--- config.mk ---
export PLATFORM = sky130hd
export DESIGN_NAME = rds_mul
export DESIGN_NICKNAME = d
export VERILOG_FILES = /design/src/sv/rds_pkg.sv /design/src/sv/rds_mul.sv
export SDC_FILE = /design/constraint.sdc
export NUM_CORES = 2
export LEC_CHECK = 0
export BUFFER_PORTS_ARGS = -buffer_cell sky130_fd_sc_hd__buf_2
export CORE_MARGIN = 8
export CORE_UTILIZATION = 55
export DETAILED_ROUTE_END_ITERATION = 8
export PLACE_DENSITY = 0.87
export SKIP_CTS_REPAIR_TIMING = 1
export SYNTH_ARGS = -nofsm -noshare
export SYNTH_HDL_FRONTEND = slang
export SYNTH_SLANG_ARGS = --single-unit
--- constraint.sdc ---
create_clock -name clk -period 10 [get_ports clk]
set_clock_uncertainty 0.05 [all_clocks]
set_input_delay 2 -clock clk [delete_from_list [all_inputs] [get_ports clk]]
set_output_delay 2 -clock clk [all_outputs]
set_load 0.005 [all_outputs]
--- src/sv/rds_pkg.sv ---
package rds_pkg;

  localparam int WW = 128;
  localparam int DIG = 8;
  localparam int XW = 24;
  localparam int CVW = 15;
  localparam int TABLE_ENTRIES = 20;
  localparam int T_TABLE_DEPTH = 20;
  localparam int TABLE_LIM = (T_TABLE_DEPTH < TABLE_ENTRIES) ? T_TABLE_DEPTH : TABLE_ENTRIES;

  localparam logic [CVW-1:0] CRIT_ONE [TABLE_ENTRIES] = '{
    15'd31821, 15'd6965, 15'd4541, 15'd3747, 15'd3365, 15'd3143, 15'd2998, 15'd2896,
    15'd2821, 15'd2764, 15'd2718, 15'd2681, 15'd2650, 15'd2624, 15'd2602, 15'd2583,
    15'd2567, 15'd2552, 15'd2539, 15'd2528};
  localparam logic [CVW-1:0] CRIT_FIVE [TABLE_ENTRIES] = '{
    15'd6314, 15'd2920, 15'd2353, 15'd2132, 15'd2015, 15'd1943, 15'd1895, 15'd1860,
    15'd1833, 15'd1812, 15'd1796, 15'd1782, 15'd1771, 15'd1761, 15'd1753, 15'd1746,
    15'd1740, 15'd1734, 15'd1729, 15'd1725};
  localparam logic [CVW-1:0] LIMIT_ONE = 15'd2326;
  localparam logic [CVW-1:0] LIMIT_FIVE = 15'd1645;
  localparam logic [19:0] MILLION = 20'd1000000;

  localparam logic [1:0] ORD_LESS = 2'd0;
  localparam logic [1:0] ORD_EQUAL = 2'd1;
  localparam logic [1:0] ORD_GREATER = 2'd2;

  localparam logic [1:0] STAT_OK = 2'd0;
  localparam logic [1:0] STAT_THIN = 2'd1;
  localparam logic [1:0] STAT_FULL = 2'd2;

endpackage

--- src/sv/rds_mul.sv ---
module rds_mul (
  input  logic                   clk,
  input  logic                   rst,
  input  logic                   start,
  input  logic [rds_pkg::WW-1:0] opa,
  input  logic [rds_pkg::WW-1:0] opb,
  output logic                   done,
  output logic [rds_pkg::WW-1:0] product
);

  logic [rds_pkg::WW-1:0] a;
  logic [rds_pkg::WW-1:0] b;
  logic [rds_pkg::WW-1:0] acc;
  logic                   busy;
  logic [rds_pkg::WW-1:0] part;

  // one radix-256 digit of the multiplier per cycle
  assign part = a * rds_pkg::WW'(b[rds_pkg::DIG-1:0]);
  assign done = busy && (b == '0);
  assign product = acc;

  always_ff @(posedge clk) begin
    if (rst) begin
      busy <= 1'b0;
    end else if (start) begin
      busy <= 1'b1;
    end else if (done) begin
      busy <= 1'b0;
    end
  end

  always_ff @(posedge clk) begin
    if (start) begin
      a <= opa;
      b <= opb;
      acc <= '0;
    end else if (busy && (b != '0)) begin
      acc <= acc + part;
      a <= a << rds_pkg::DIG;
      b <= b >> rds_pkg::DIG;
    end
  end

endmodule

-- Word level (Yosys, flattened, before mapping)
Index checks and enable logic that the tools add are counted.
W data, S select, Z words.
- add/subtract/negate cells: 1
- multipliers: 1
- divide/modulo/power cells: 0
- $lt $le $gt $ge: 0
- equality and inequality tests: 0
- shifts and indexed selects: 0
- mux-type cells: 6
- bitwise operators: 0
- reductions and logical operators: 6
- operator list (cell ; count):
    $mux W128 ; 4
    $add A128 B128 Y128 ; 1
    $logic_not A128 Y1 ; 1
    $mul A128 B8 Y128 ; 1
    $reduce_bool A128 Y1 ; 1
    $reduce_bool A2 Y1 ; 2
    $logic_and A1 B1 Y1 ; 2
    $mux W1 ; 2
- flip-flop bits (word level): 385
- latch bits: 0
- RAM bits: 0
- bits in read-only memories: 0
- input bits: 259
- output and inout port bits: 129
- word-level logic and storage cells: 18
- memories kept: 0

-- Longest topological paths before layout
- word-level depth: 4
- mapped depth: 26
- gate-level depth less buffers: 23

-- Worst setup path after synthesis
No wires, ideal clock.
- kind: input to register
- from: input port start
- to: register a[0] (netlist bit), enable pin
- data arrival time: 9.604 ns
- required time: 9.230 ns
- path slack: -0.374 ns
- stages: 4
- path buffers: 2
- path through: clkbuf_1 nor2_1 clkinv_1 clkbuf_1
- longest elaborated chain between the ends: 1
- RTL lines (element ; RTL line ; source):
    start, declared ; rds_mul.sv:4 ; input logic start,
    $reduce_bool A2 Y1 (no source line) ; - ;
    end signal, assigned ; rds_mul.sv:34 ; a <= opa;
    end signal, assigned ; rds_mul.sv:39 ; a <= a << rds_pkg::DIG;
    end, declared ; rds_mul.sv:11 ; logic [rds_pkg::WW-1:0] a;
Every way passes these cells.
A chain may end at the register's enable or synchronous reset.

-- Final worst setup path
- from: register b[5] (netlist bit)
- to: register acc (netlist bit product[120])
- longest elaborated chain between the ends: 2
- elaborated cells on any way between the ends: 4
- classes of those cells: 1 x add/sub; 1 x mul; 2 x reduce/logical
- RTL lines (element ; RTL line ; source):
    start, declared ; rds_mul.sv:12 ; logic [rds_pkg::WW-1:0] b;
    start signal, assigned ; rds_mul.sv:35 ; b <= opb;
    start signal, assigned ; rds_mul.sv:40 ; b <= b >> rds_pkg::DIG;
    $mul A128 B8 Y128 or $reduce_bool A128 Y1 (tied branches) ; rds_mul.sv:18, rds_mul.sv:37 ;
    $add A128 B128 Y128 or $logic_and A1 B1 Y1 (tied branches) ; rds_mul.sv:38, rds_mul.sv:37 ;
    end signal, assigned ; rds_mul.sv:38 ; acc <= acc + part;
    end, declared ; rds_mul.sv:13 ; logic [rds_pkg::WW-1:0] acc;
Parallel ways exist; a longest one is shown, timed or not.

==> flow_metrics.env <==
export IMPL_status="finished, final reports clean"
export IMPL_cap_violations=0
export IMPL_synth_distinct_cells=85
export IMPL_floorplan_io_pins=388
export IMPL_worstSetupStartpoint="b[5]"
export IMPL_drt_iter0_drc=3725
export IMPL_register_area_share_after_synthesis_pct=20.41
export IMPL_synthCells=5297
export IMPL_worstPathRequired_ns=10.47
export IMPL_via_per_inst=5.830
export IMPL_flow_area_growth_from_synthesis_pct=8.866
export IMPL_dr_pass1_iters=8
export IMPL_clock_latency_on_the_worst_skew_pair_ns=0.67
export IMPL_globalplace_congestion=0.9862
export IMPL_clkSlewWorstSetupHoldPaths_ns=0.06
export IMPL_antenna_found_initial=19
export IMPL_slew_violations=0
export IMPL_synthesis_yosys_warnings=0
export IMPL_worst_setup_path_start_kind="flip-flop"
export IMPL_postSynthRegisterBits=385
export IMPL_rr_startpoint="b[5]"
export IMPL_htreeDepth=2
export IMPL_route_vias_total=39280
export IMPL_worst_pin_slew_ns=1.194
export IMPL_synth_top_flop_cell="sky130_fd_sc_hd__edfxtp_1"
export IMPL_globalRoute_totalOverflow=0
export IMPL_arrival_ns=8.36
export IMPL_min_from="product[38]"
export IMPL_ratio_of_final_minimum_period_to_clock_period_pct=78.90
export IMPL_remaining_drc_errors=0
export IMPL_dp_final_hpwl_mm=115.4
export IMPL_finalHoldViolations=0
export IMPL_critPathKind="flip-flop to flip-flop"
export IMPL_detail_route_wirelength_mm=152.6
export IMPL_pin_count_of_the_biggest_net_entering_global_routing=155
export IMPL_detail_route_wl_per_cell_microns=22.64
export IMPL_synth_edff_count=256
export IMPL_synthesis_nets=6551
export IMPL_unrepaired_setup_endpoints_after_global_routing="no"
export IMPL_relSlewSlack_pct=20.41
export IMPL_finish_stage_setup_viols=0
export IMPL_floorplan_die_width_microns=318.4
export IMPL_clock_tree_root_cell="sky130_fd_sc_hd__clkbuf_16"
export IMPL_worst_hold_path_type="flip-flop to flip-flop"
export IMPL_grt_pass1_wl_mm=240.6
export IMPL_timing_setup_tns_ns=0
export IMPL_layout_min_cycle_time_ns=7.890
export IMPL_clock_tree_from_tritoncts="built"
export IMPL_die_area_sq_mm=0.1014
export IMPL_die_h_microns=318.4
export IMPL_crit_path_max_fo=54
export IMPL_syn_avg_cell_area_sq_um=9.498
export IMPL_groute_usage_overall_pct=30.05
export IMPL_synth_area_sq_mm=0.05031
export IMPL_initial_core_util_pct=55.22
export IMPL_core_sq_mm=0.09111
export IMPL_synthArstFlopShare_pct=0
export IMPL_endpoint_kind="flip-flop"
export IMPL_fmax_ghz=0.1268
export IMPL_total_number_of_clock_tree_sinks=385
export IMPL_final_antenna_net_count=0
export IMPL_clk_path_buf_depth=3
export IMPL_number_of_global_route_vias_before_repair=43270
export IMPL_post_route_cells_drive_above_1_share_pct=13.96
export IMPL_nets=6754
export IMPL_fp_row_count=111
export IMPL_placement_io_buffers=387
export IMPL_numCtsBuffers=51
synth_stat cells (6+ instances only):
library cell               instances  area [sq um]
sky130_fd_sc_hd__inv_1           995          3735
sky130_fd_sc_hd__fa_1            858         17180
sky130_fd_sc_hd__and2_1          723          4523
sky130_fd_sc_hd__nand2_1         613          2301
sky130_fd_sc_hd__a21oi_1         271          1356
sky130_fd_sc_hd__edfxtp_1        256          7687
sky130_fd_sc_hd__mux2_2          240          2703
sky130_fd_sc_hd__clkbuf_1        214         803.3
sky130_fd_sc_hd__ha_1            137          1714
sky130_fd_sc_hd__dfxtp_1         129          2582
sky130_fd_sc_hd__nor2_1           99         371.6
sky130_fd_sc_hd__o21ai_0          92         460.4
sky130_fd_sc_hd__xnor2_1          83         727.0
sky130_fd_sc_hd__nand4_1          74         462.9
sky130_fd_sc_hd__a21o_1           67         503.0
sky130_fd_sc_hd__xor2_1           45         394.1
sky130_fd_sc_hd__nor4_1           42         262.8
sky130_fd_sc_hd__o21bai_1         37         277.8
sky130_fd_sc_hd__buf_2            28         140.1
sky130_fd_sc_hd__nor3_1           27         135.1
sky130_fd_sc_hd__nand3_1          23         115.1
sky130_fd_sc_hd__buf_1            17         63.81
sky130_fd_sc_hd__o22ai_1          17         106.4
sky130_fd_sc_hd__a31oi_1          15         93.84
sky130_fd_sc_hd__o21a_1           13         97.59
sky130_fd_sc_hd__o31ai_1          13         97.59
sky130_fd_sc_hd__and3_1           11         68.82
sky130_fd_sc_hd__a221oi_1         10         87.58
sky130_fd_sc_hd__nand2b_1         10         62.56
sky130_fd_sc_hd__a211oi_1          9         67.56
sky130_fd_sc_hd__a21boi_0          7         52.55
sky130_fd_sc_hd__nor2b_1           7         43.79
sky130_fd_sc_hd__o211ai_1          7         52.55
sky130_fd_sc_hd__or3_1             7         43.79
sky130_fd_sc_hd__a41oi_1           6         52.55
critical path, cell delays in order (launching register included):
cell,delay [ns]
sky130_fd_sc_hd__edfxtp_1,1.08
sky130_fd_sc_hd__buf_4,0.66
sky130_fd_sc_hd__and2_1,0.27
sky130_fd_sc_hd__fa_1,0.42
sky130_fd_sc_hd__fa_1,0.47
sky130_fd_sc_hd__fa_1,0.49
sky130_fd_sc_hd__inv_1,0.05
sky130_fd_sc_hd__fa_1,0.48
sky130_fd_sc_hd__inv_1,0.05
sky130_fd_sc_hd__ha_1,0.39
sky130_fd_sc_hd__and3_1,0.25
sky130_fd_sc_hd__nand2_1,0.23
sky130_fd_sc_hd__nor4_1,0.61
sky130_fd_sc_hd__o21ai_1,0.23
sky130_fd_sc_hd__o21a_1,0.37
sky130_fd_sc_hd__o41ai_4,0.58
sky130_fd_sc_hd__a31oi_2,0.26
sky130_fd_sc_hd__o41ai_4,0.38
sky130_fd_sc_hd__a21boi_1,0.13
sky130_fd_sc_hd__xor2_1,0.15
sky130_fd_sc_hd__o22ai_1,0.08
logic make-up (layout without fill, tap and decap cells):
family	count (synthesis)	count (layout)	share of synthesized area [%]
and+or+nand+nor	1668	1668	17.20
muxes	241	241	5.392
AOI/OAI and AO/OA	623	623	7.764
DFF	385	385	20.41
buffers and inverters	1257	1503	9.453
adders and majority gates	995	995	37.55
other	0	9	0
xor gates and xnor gates	128	128	2.228
through the flow:
stage | std cells | util (%) | hold slack, ns | worst slack [ns] | area [sq um]
after floorplan | 5297 | - | 0.4110 | 3.578 | 50310
after global placement | 6633 | 58.17 | 0.4019 | 2.374 | 52990
after detailed placement | 6633 | 58.17 | 0.4060 | 2.380 | 52990
after CTS | 6729 | 60.09 | 0.4158 | 2.280 | 54750
after global routing | 6730 | 60.10 | 0.4302 | 1.891 | 54750
final | 6738 | 60.12 | 0.4108 | 2.110 | 54770
final cells by class:
cell class	instances	area, sq um
Fill cell	7400	36340
Multi-Input combinational cell	3655	35300
Sequential cell	385	10270
Inverter	996	3746
Timing Repair Buffer	411	2190
Tap cell	1186	1484
Clock buffer	59	1348
Clock inverter	37	407.9
Antenna cell	9	22.52
routing by layer:
layer  track usage [%]  routed length, microns  part of all wire [%]
met5                 0                     133                 0.087
met4             14.21                    7697                   5.0
met3             10.08                   17390                    11
met2             48.90                   71330                    47
met1             35.93                   56000                    37
layout by cell type, fill, tap and decap left out, types with 11 or more instances in the layout:
cell type,count
sky130_fd_sc_hd__a21o_1,67
sky130_fd_sc_hd__a21oi_1,270
sky130_fd_sc_hd__a31oi_1,15
sky130_fd_sc_hd__and2_1,723
sky130_fd_sc_hd__and3_1,11
sky130_fd_sc_hd__buf_2,386
sky130_fd_sc_hd__buf_4,19
sky130_fd_sc_hd__clkbuf_16,52
sky130_fd_sc_hd__dfxtp_1,129
sky130_fd_sc_hd__edfxtp_1,256
sky130_fd_sc_hd__fa_1,858
sky130_fd_sc_hd__ha_1,137
sky130_fd_sc_hd__inv_1,995
sky130_fd_sc_hd__mux2_2,240
sky130_fd_sc_hd__nand2_1,612
sky130_fd_sc_hd__nand3_1,23
sky130_fd_sc_hd__nand4_1,74
sky130_fd_sc_hd__nor2_1,99
sky130_fd_sc_hd__nor3_1,27
sky130_fd_sc_hd__nor4_1,42
sky130_fd_sc_hd__o21a_1,13
sky130_fd_sc_hd__o21ai_0,92
sky130_fd_sc_hd__o21bai_1,37
sky130_fd_sc_hd__o22ai_1,17
sky130_fd_sc_hd__o31ai_1,13
sky130_fd_sc_hd__xnor2_1,83
sky130_fd_sc_hd__xor2_1,45
sequential cells by signal (all words and copies together), names as in the netlist:
name / count
product: 128
b: 128
busy: 1
a: 128
final timing paths:
kind / to / slack [ns] / cells after the start
worst max-delay path: product[120] / 2.11 / 20
worst min-delay path: product[38] / 0.41 / 2
worst max register to register: product[120] / 2.11 / 20
worst min register to register: product[38] / 0.41 / 2
Power is left out: the tool's default activity adds up to more than one toggle a clock period on the data nets, which glitch-free logic cannot reach.
